<file path="src/rtl/core/fps_pkg.sv">
`timescale 1ns / 1ps
// ----------------------------------------------------------------------------
// fps_pkg
// Types and constants shared by the frame pacing statistics block.
// ----------------------------------------------------------------------------
package fps_pkg;

    localparam int BUCKETS   = 8;
    localparam int BUCKET_W  = 3;
    localparam int TS_W      = 48;
    localparam int TICK_W    = 32;
    localparam int OUT_CNT_W = 32;
    localparam int WIN_W     = 16;

    // window length in microseconds fits 65535 * 1000
    localparam int WIN_US_W  = 26;

    localparam logic CMD_DRAW = 1'b0;
    localparam logic CMD_DROP = 1'b1;

    localparam int US_PER_MS = 1000;

    localparam logic [WIN_US_W-1:0] WIN_RESET_US = WIN_US_W'(1000 * US_PER_MS);

    // upper whole-ms bounds of the coarse buckets and of the last exact one
    localparam int B5_LAST_MS = 7;
    localparam int B6_LAST_MS = 15;
    localparam int EXACT_LAST_MS = 4;

    localparam logic [BUCKET_W-1:0] BKT_SUB_MS = 3'd0;
    localparam logic [BUCKET_W-1:0] BKT_5_7    = 3'd5;
    localparam logic [BUCKET_W-1:0] BKT_8_15   = 3'd6;
    localparam logic [BUCKET_W-1:0] BKT_LONG   = 3'd7;

    typedef struct packed {
        logic              command;
        logic [TICK_W-1:0] tick_id;
        logic [TS_W-1:0]   timestamp_us;
    } t_in_item;

    typedef struct packed {
        logic [BUCKET_W-1:0]  bucket_index;
        logic [OUT_CNT_W-1:0] bucket_count;
        logic [OUT_CNT_W-1:0] drawn_frames;
        logic [OUT_CNT_W-1:0] dropped_frames;
        logic [OUT_CNT_W-1:0] ticks_closed;
        logic [OUT_CNT_W-1:0] longest_drop_run;
        logic [OUT_CNT_W-1:0] fewest_per_tick;
        logic [OUT_CNT_W-1:0] most_per_tick;
        logic                 last_of_report;
    } t_out_item;

endpackage

</file>
<file path="src/rtl/core/frame_pacing_stats_top.sv">
`timescale 1ns / 1ps
// ----------------------------------------------------------------------------
// frame_pacing_stats_top
// Frame pacing statistics over report windows.
//
// Input channel (i_in_valid / o_in_ready / i_in_data) carries drawn and
// dropped frame events. A transaction lands in an input register and is
// folded into the statistics from there, so events stream at one per
// cycle while no report drains. The output channel (o_out_valid /
// i_out_ready / o_out_data) carries reports of eight items, one per gap
// bucket; the first item is valid from the clock edge that folds in the
// event closing the window. While a report drains, event processing
// pauses and the input register holds at most one waiting event; a stalled
// receiver simply stretches that pause. Report totals and the histogram
// clear when the eighth item is taken.
// i_cfg_we / i_cfg_wdata write the window length in ms; it is kept as a
// microsecond threshold. Synchronous reset restores a 1000 ms window and
// clears all statistics; no clearing pass is needed.
// ----------------------------------------------------------------------------
module frame_pacing_stats_top #(
    parameter int COUNTER_BITS = 32
) (
    input  logic                        i_clk,
    input  logic                        i_rst_n,
    input  logic                        i_in_valid,
    output logic                        o_in_ready,
    input  fps_pkg::t_in_item           i_in_data,
    output logic                        o_out_valid,
    input  logic                        i_out_ready,
    output fps_pkg::t_out_item          o_out_data,
    input  logic                        i_cfg_we,
    input  logic [fps_pkg::WIN_W-1:0]   i_cfg_wdata
);

    localparam logic [COUNTER_BITS-1:0] CNT_MAX = '1;

    function automatic logic [COUNTER_BITS-1:0] f_sat_inc(input logic [COUNTER_BITS-1:0] v);
        f_sat_inc = (v == CNT_MAX) ? v : v + COUNTER_BITS'(1);
    endfunction

    // input register
    logic                     r_in_valid;
    fps_pkg::t_in_item        r_in;

    // configuration
    logic [fps_pkg::WIN_US_W-1:0] r_window_us;

    // tracking state
    logic                          r_tick_open, n_tick_open;
    logic [fps_pkg::TICK_W-1:0]    r_open_tick, n_open_tick;
    logic [COUNTER_BITS-1:0]       r_ft, n_ft;
    logic                          r_win_started, n_win_started;
    logic [fps_pkg::TS_W-1:0]      r_start, n_start;
    logic                          r_have_last, n_have_last;
    logic [fps_pkg::TS_W-1:0]      r_last, n_last;
    logic [COUNTER_BITS-1:0]       r_drop_run, n_drop_run;

    // report state
    logic [COUNTER_BITS-1:0]       r_drawn, n_drawn;
    logic [COUNTER_BITS-1:0]       r_dropped, n_dropped;
    logic [COUNTER_BITS-1:0]       r_tt, n_tt;
    logic [COUNTER_BITS-1:0]       r_longest, n_longest;
    logic [COUNTER_BITS-1:0]       r_fewest, n_fewest;
    logic [COUNTER_BITS-1:0]       r_most, n_most;
    logic [COUNTER_BITS-1:0]       r_hist [fps_pkg::BUCKETS];
    logic [COUNTER_BITS-1:0]       n_hist [fps_pkg::BUCKETS];

    // report emitter
    logic                          r_busy;
    logic [fps_pkg::BUCKET_W-1:0]  r_idx;

    logic                          w_proc;
    logic                          w_out_fire;
    logic                          w_out_last;
    logic                          w_new_tick;
    logic                          w_close;
    logic [COUNTER_BITS-1:0]       w_ft_base;
    logic [fps_pkg::TS_W-1:0]      w_start;
    logic [fps_pkg::TS_W:0]        w_el_diff;
    logic [fps_pkg::TS_W-1:0]      w_elapsed;
    logic                          w_report;
    logic [fps_pkg::BUCKET_W-1:0]  w_bucket;

    assign w_proc     = r_in_valid && !r_busy;
    assign o_in_ready = !r_in_valid || w_proc;
    assign w_out_last = (r_idx == fps_pkg::BUCKET_W'(fps_pkg::BUCKETS - 1));
    assign w_out_fire = r_busy && i_out_ready;

    fps_gap_bin u_gap_bin (
        .i_now    (r_in.timestamp_us),
        .i_last   (r_last),
        .o_bucket (w_bucket)
    );

    assign w_new_tick = !(r_tick_open && (r_open_tick == r_in.tick_id));
    assign w_close    = w_new_tick && r_tick_open;
    assign w_ft_base  = w_new_tick ? '0 : r_ft;

    // window start of an unstarted window is this frame, giving zero elapsed
    assign w_start   = r_win_started ? r_start : r_in.timestamp_us;
    assign w_el_diff = {1'b0, r_in.timestamp_us} - {1'b0, w_start};
    assign w_elapsed = w_el_diff[fps_pkg::TS_W] ? '0 : w_el_diff[fps_pkg::TS_W-1:0];
    assign w_report  = (r_in.command == fps_pkg::CMD_DRAW)
                    && (w_elapsed >= fps_pkg::TS_W'(r_window_us));

    always_comb begin
        n_win_started = r_win_started;
        n_start       = r_start;
        n_have_last   = r_have_last;
        n_last        = r_last;
        n_drop_run    = r_drop_run;
        n_drawn       = r_drawn;
        n_dropped     = r_dropped;
        n_longest     = r_longest;
        n_hist        = r_hist;

        // tick bookkeeping
        n_tick_open = 1'b1;
        n_open_tick = r_in.tick_id;
        n_ft        = w_ft_base;
        n_tt        = w_close ? f_sat_inc(r_tt) : r_tt;
        n_most      = (w_close && (r_ft > r_most)) ? r_ft : r_most;
        n_fewest    = (w_close && ((r_tt == '0) || (r_ft < r_fewest))) ? r_ft : r_fewest;

        if (r_in.command == fps_pkg::CMD_DROP) begin
            n_drop_run = f_sat_inc(r_drop_run);
            n_dropped  = f_sat_inc(r_dropped);
            if (n_drop_run > r_longest) begin
                n_longest = n_drop_run;
            end
        end else begin
            n_win_started = 1'b1;
            n_start       = w_report ? r_in.timestamp_us : w_start;
            if (r_have_last) begin
                n_hist[w_bucket] = f_sat_inc(r_hist[w_bucket]);
            end
            n_have_last = 1'b1;
            n_last      = r_in.timestamp_us;
            n_drop_run  = '0;
            n_ft        = f_sat_inc(w_ft_base);
            n_drawn     = f_sat_inc(r_drawn);
        end
    end

    always_ff @(posedge i_clk) begin
        if (i_in_valid && o_in_ready) begin
            r_in <= i_in_data;
        end
    end

    always_ff @(posedge i_clk) begin
        if (!i_rst_n) begin
            r_in_valid    <= 1'b0;
            r_window_us   <= fps_pkg::WIN_RESET_US;
            r_tick_open   <= 1'b0;
            r_open_tick   <= '0;
            r_ft          <= '0;
            r_win_started <= 1'b0;
            r_start       <= '0;
            r_have_last   <= 1'b0;
            r_last        <= '0;
            r_drop_run    <= '0;
            r_drawn       <= '0;
            r_dropped     <= '0;
            r_tt          <= '0;
            r_longest     <= '0;
            r_fewest      <= '0;
            r_most        <= '0;
            for (int i = 0; i < fps_pkg::BUCKETS; i++) begin
                r_hist[i] <= '0;
            end
            r_busy        <= 1'b0;
            r_idx         <= '0;
        end else begin
            if (i_cfg_we) begin
                r_window_us <= fps_pkg::WIN_US_W'(i_cfg_wdata)
                             * fps_pkg::WIN_US_W'(fps_pkg::US_PER_MS);
            end
            if (o_in_ready) begin
                r_in_valid <= i_in_valid;
            end
            if (w_proc) begin
                r_tick_open   <= n_tick_open;
                r_open_tick   <= n_open_tick;
                r_ft          <= n_ft;
                r_win_started <= n_win_started;
                r_start       <= n_start;
                r_have_last   <= n_have_last;
                r_last        <= n_last;
                r_drop_run    <= n_drop_run;
                r_drawn       <= n_drawn;
                r_dropped     <= n_dropped;
                r_tt          <= n_tt;
                r_longest     <= n_longest;
                r_fewest      <= n_fewest;
                r_most        <= n_most;
                r_hist        <= n_hist;
                if (w_report) begin
                    r_busy <= 1'b1;
                    r_idx  <= '0;
                end
            end
            // report reads live totals; they clear once the last item goes out
            if (w_out_fire) begin
                r_idx <= r_idx + fps_pkg::BUCKET_W'(1);
                if (w_out_last) begin
                    r_busy    <= 1'b0;
                    r_drawn   <= '0;
                    r_dropped <= '0;
                    r_tt      <= '0;
                    r_longest <= '0;
                    r_fewest  <= '0;
                    r_most    <= '0;
                    for (int i = 0; i < fps_pkg::BUCKETS; i++) begin
                        r_hist[i] <= '0;
                    end
                end
            end
        end
    end

    assign o_out_valid                   = r_busy;
    assign o_out_data.bucket_index       = r_idx;
    assign o_out_data.bucket_count       = fps_pkg::OUT_CNT_W'(r_hist[r_idx]);
    assign o_out_data.drawn_frames       = fps_pkg::OUT_CNT_W'(r_drawn);
    assign o_out_data.dropped_frames     = fps_pkg::OUT_CNT_W'(r_dropped);
    assign o_out_data.ticks_closed       = fps_pkg::OUT_CNT_W'(r_tt);
    assign o_out_data.longest_drop_run   = fps_pkg::OUT_CNT_W'(r_longest);
    assign o_out_data.fewest_per_tick    = fps_pkg::OUT_CNT_W'(r_fewest);
    assign o_out_data.most_per_tick      = fps_pkg::OUT_CNT_W'(r_most);
    assign o_out_data.last_of_report     = w_out_last;

endmodule

</file>
<file path="src/rtl/core/fps_gap_bin.sv">
`timescale 1ns / 1ps
// ----------------------------------------------------------------------------
// fps_gap_bin
// Classifies the gap between two draw timestamps into a histogram bucket.
// ----------------------------------------------------------------------------
module fps_gap_bin (
    input  logic [fps_pkg::TS_W-1:0]     i_now,
    input  logic [fps_pkg::TS_W-1:0]     i_last,
    output logic [fps_pkg::BUCKET_W-1:0] o_bucket
);

    localparam logic [fps_pkg::TS_W-1:0] T1 = fps_pkg::TS_W'(fps_pkg::US_PER_MS);
    localparam logic [fps_pkg::TS_W-1:0] T2 = fps_pkg::TS_W'(2 * fps_pkg::US_PER_MS);
    localparam logic [fps_pkg::TS_W-1:0] T3 = fps_pkg::TS_W'(3 * fps_pkg::US_PER_MS);
    localparam logic [fps_pkg::TS_W-1:0] T4 = fps_pkg::TS_W'(
        fps_pkg::EXACT_LAST_MS * fps_pkg::US_PER_MS);
    localparam logic [fps_pkg::TS_W-1:0] T5 = fps_pkg::TS_W'(
        (fps_pkg::EXACT_LAST_MS + 1) * fps_pkg::US_PER_MS);
    localparam logic [fps_pkg::TS_W-1:0] T8 = fps_pkg::TS_W'(
        (fps_pkg::B5_LAST_MS + 1) * fps_pkg::US_PER_MS);
    localparam logic [fps_pkg::TS_W-1:0] T16 = fps_pkg::TS_W'(
        (fps_pkg::B6_LAST_MS + 1) * fps_pkg::US_PER_MS);

    logic [fps_pkg::TS_W:0]   w_diff;
    logic [fps_pkg::TS_W-1:0] w_gap;

    // clock going backwards counts as zero gap
    assign w_diff = {1'b0, i_now} - {1'b0, i_last};
    assign w_gap  = w_diff[fps_pkg::TS_W] ? '0 : w_diff[fps_pkg::TS_W-1:0];

    always_comb begin
        if (w_gap < T1) begin
            o_bucket = fps_pkg::BKT_SUB_MS;
        end else if (w_gap < T2) begin
            o_bucket = 3'd1;
        end else if (w_gap < T3) begin
            o_bucket = 3'd2;
        end else if (w_gap < T4) begin
            o_bucket = 3'd3;
        end else if (w_gap < T5) begin
            o_bucket = 3'd4;
        end else if (w_gap < T8) begin
            o_bucket = fps_pkg::BKT_5_7;
        end else if (w_gap < T16) begin
            o_bucket = fps_pkg::BKT_8_15;
        end else begin
            o_bucket = fps_pkg::BKT_LONG;
        end
    end

endmodule

</file>
<file path="config.mk">
export PLATFORM = sky130hd
export DESIGN_NAME = frame_pacing_stats_top
export DESIGN_NICKNAME = d
export VERILOG_FILES = /design/src/rtl/core/fps_pkg.sv /design/src/rtl/core/frame_pacing_stats_top.sv /design/src/rtl/core/fps_gap_bin.sv
export SDC_FILE = /design/constraint.sdc
export NUM_CORES = 2
export LEC_CHECK = 0
export BUFFER_PORTS_ARGS = -buffer_cell sky130_fd_sc_hd__buf_4
export CORE_AREA = 8 8 372 374
export CTS_BUF_LIST = sky130_fd_sc_hd__clkbuf_16
export CTS_CLUSTER_SIZE = 28
export DETAILED_ROUTE_END_ITERATION = 16
export DIE_AREA = 0 0 380 382
export RECOVER_POWER = 25
export SETUP_SLACK_MARGIN = 0.2
export SLEW_MARGIN = 40
export SYNTH_ARGS = -nofsm -noshare
export SYNTH_HDL_FRONTEND = slang
export SYNTH_SLANG_ARGS = --single-unit
export TNS_END_PERCENT = 1
</file>
<file path="constraint.sdc">
create_clock -name i_clk -period 10.6 [get_ports i_clk]
set_input_delay 1.59 -clock i_clk [delete_from_list [all_inputs] [get_ports i_clk]]
set_output_delay 1.59 -clock i_clk [all_outputs]
set_load 0.05 [all_outputs]
</file>
==> flow_summary_export.csv <==
group,metric,value,unit
run_status,status,"complete, but fails checks",
run_status,violations,"capacitance limit, slew limit",
yosys,yosysWarnings,0,
worst_setup_path,arrival,9150,ps
route,dr.pass1.iters,8,
clock_tree,root_buffer,"clkbuf_16",
floorplan,rows,134,
worst_setup_path,reg2reg_depth,20,
yosys,yosysUniqueCellTypes,113,
place,gp_congestion,0.9861,
power_and_ir_drop,peakVddDrop,124.3,µV
power_and_ir_drop,p_leak,0.01980,µW
worst_setup_path,startpoint_type,"register",
floorplan,die_h,382,µm
yosys,syn_area,0.04594,mm²
yosys,ys_ff_latch,751,
clock_tree,cts_made_buffers,90,
global_route,grtUsageTotal,21.08,%
worst_setup_path,cp-end-kind,"register",
sta,tightest_slew,3845,ps
clock_tree,hold_buffers,0,
global_route,grt_pass1_wl,245.6,mm
yosys,synth.area.top_cells,"dfxtp_1 29%, ha_1 7.5%, edfxtp_1 5.3%",
sta,fmax,116.6,MHz
yosys,synthesis.nets,5830,
place,dp_hpwl,116.3,mm
clock_tree,cts_tree,"done",
layout,final_common_cell,"dfxtp_1",
layout,nets,6020,
clock_tree,clk_latency,740,ps
yosys,postSynthAreaPerCell,8.510,µm²
layout,drive_above_1_share,12.59,%
route,drc_errors,0,
sta,slew_viol_final,253,
layout,area_growth,15.27,%
floorplan,floorplan.initialDensity,34.68,%
run,max_cap_violations,5,
route,drt_iter0_markers,3771,
yosys,ys_seq_area_share,34.49,%
sta,max_slew_margin,-156.3,%
sta,skew,47.03,ps
yosys,synth_edf_count,81,
clock_tree,clk_pin_slew,60,ps
global_route,first_global_vias,39930,
clock_tree,cts_htree_levels,3,
yosys,synth_cells,5398,
worst_setup_path,cp_max_fo,44,
floorplan,core_area,0.1325,mm²
route,routed-via-count,41884,
layout,fillCellCount,13457,
route,wl,160.4,mm
route,routedWlPerCell,21.58,µm
clock_tree,clock_path_buffers,3,
clock_tree,numClockSinks,751,
sta,rsz0062_at_grt,"false",
clock_tree,cts-resized-gates,0,
worst_setup_path,critPathKind,"register to register",
sta,tns,0,ps
yosys,synth_largest_area_cell,"dfxtp_1",
worst_setup_path,required,11170,ps
sta,fin_crit,8579,ps
clock_tree,cts_setup_buffers,0,
worst_hold_path,hold_depth,2,
global_route,antenna_found_initial,3,
layout,finish.utilization,39.98,%
worst_hold_path,hold_path.class,"register to register",
sta,hold_viol,0,
global_route,grt_max_degree,130,
yosys,synth_top_area_share,29.20,%
sta,finalSetupViolCount,0,
route,vias_per_cell,5.634,
floorplan,io_pins,332,
layout,mostFrequentLayoutCells,"666 x dfxtp_1, 539 x nor2_1, 525 x nand2_1, 456 x a21oi_1, 347 x o21ai_0",
floorplan,die_width,380,µm
power_and_ir_drop,pwr_density_cell,151.7,mW/mm²
floorplan,die_area,0.1452,mm²
yosys,synth_flop_cell,"dfxtp_1",
global_route,grt-ovfl-total,0,
place,portBuffers,331,
yosys,async_flop_share,0,%
sta,fin_crit_sh,80.93,%
route,antenna_left,0,
sequential cells by signal, summed over array words and instances, names as in the netlist, 48 cells and up:
signal,flops
r_hist,256
r_in,49
r_last,48
r_start,48
cells by family (layout without fill, tap and decap cells):
logic type / Yosys count / after routing / synth area share (%)
xor gates and xnor gates: 262 / 262 / 5.110
other: 0 / 1 / 0
muxes: 245 / 245 / 7.194
and+or+nand+nor: 1811 / 1811 / 18.67
buffers and inverters: 575 / 842 / 4.930
AOI/OAI and AO/OA: 1424 / 1424 / 19.72
DFF: 751 / 751 / 34.49
adders and majority gates: 330 / 330 / 9.888
metrics by stage:
stage	std cells	instance area (µm²)	setup WS (ps)	hold WS, ps	power [µW]
2_1_floorplan	5398	45940	2714	436.3	4513
3_3_place_gp	7253	50130	1881	443.2	5056
4_1_cts	7431	53180	2134	454.7	8117
6_report	7434	52950	2021	452.0	8035
3_5_place_dp	7262	50340	2155	446.7	5071
5_1_grt	7433	52950	1565	468.8	8458
synth_stat cells (all sizes together) (28+ instances only):
cell and instances:
clkbuf 244, nor4 60, a211oi 129, edfxtp 81, o211ai 40, xor2 145
nand4 108, ha 275, and3 43, a21oi 459, nor3 93, fa 55
a21o 93, dfxtp 670, buf 78, inv 253, o21bai 28, o21a 28
mux2 38, xnor2 117, nor2b 34, mux4 64, nand2b 31, nand2 528
nor2 553, mux2i 143, o22ai 28, nand3 216, or3 36, o21ai 353
a31oi 41
worst max-delay path: stages, from the launching register on:
cell	delay (ps)
edfxtp_1	490
ha_1	470
a21oi_1	350
o21ai_0	290
a211oi_1	330
o21ai_0	280
and3b_1	270
a2111o_1	280
nor4_1	350
nand4_1	320
or3_1	390
buf_4	300
o21ai_4	660
a221oi_1	120
or4_1	590
nor4_2	490
and4_1	540
nand4b_1	730
nand2_1	290
xor2_1	640
a211oi_1	180
final timing paths:
check	slack, ps	to	startpoint
min	450	r_last[7]	r_last[7]
max	2020	r_hist[194]	r_in[18]
min reg2reg	450	r_last[7]	r_last[7]
max reg2reg	2020	r_hist[194]	r_in[18]
power breakdown:
part | internal (µW) | switching [µW] | total, µW | leakage (µW)
registers | 2960 | 69.1 | 3030 | 0.00621
logic | 755 | 1240 | 1990 | 0.0121
clock network | 1650 | 1360 | 3010 | 0.00148
total | 5370 | 2660 | 8030 | 0.0198
final cells by class:
class | count | area [µm²] | area share, %
antenna | 1 | 2.502 | 0.004726
sequential | 751 | 15850 | 29.94
clock buffer | 91 | 2277 | 4.301
tap | 1768 | 2212 | 4.178
multi-input combinational | 4072 | 28130 | 53.12
clock inverter | 78 | 563.0 | 1.063
inverter | 253 | 950.9 | 1.796
timing repair buffer | 420 | 2963 | 5.596
layer usage:
metal	up-vias	track usage [%]	share of wire (%)
li1	19891	-	-
met1	20055	27.99	44
met2	1583	34.17	45
met3	351	4.310	7.3
met4	4	7.081	3.7
met5	-	0	0.018
Power figures use the tool's default switching activity.
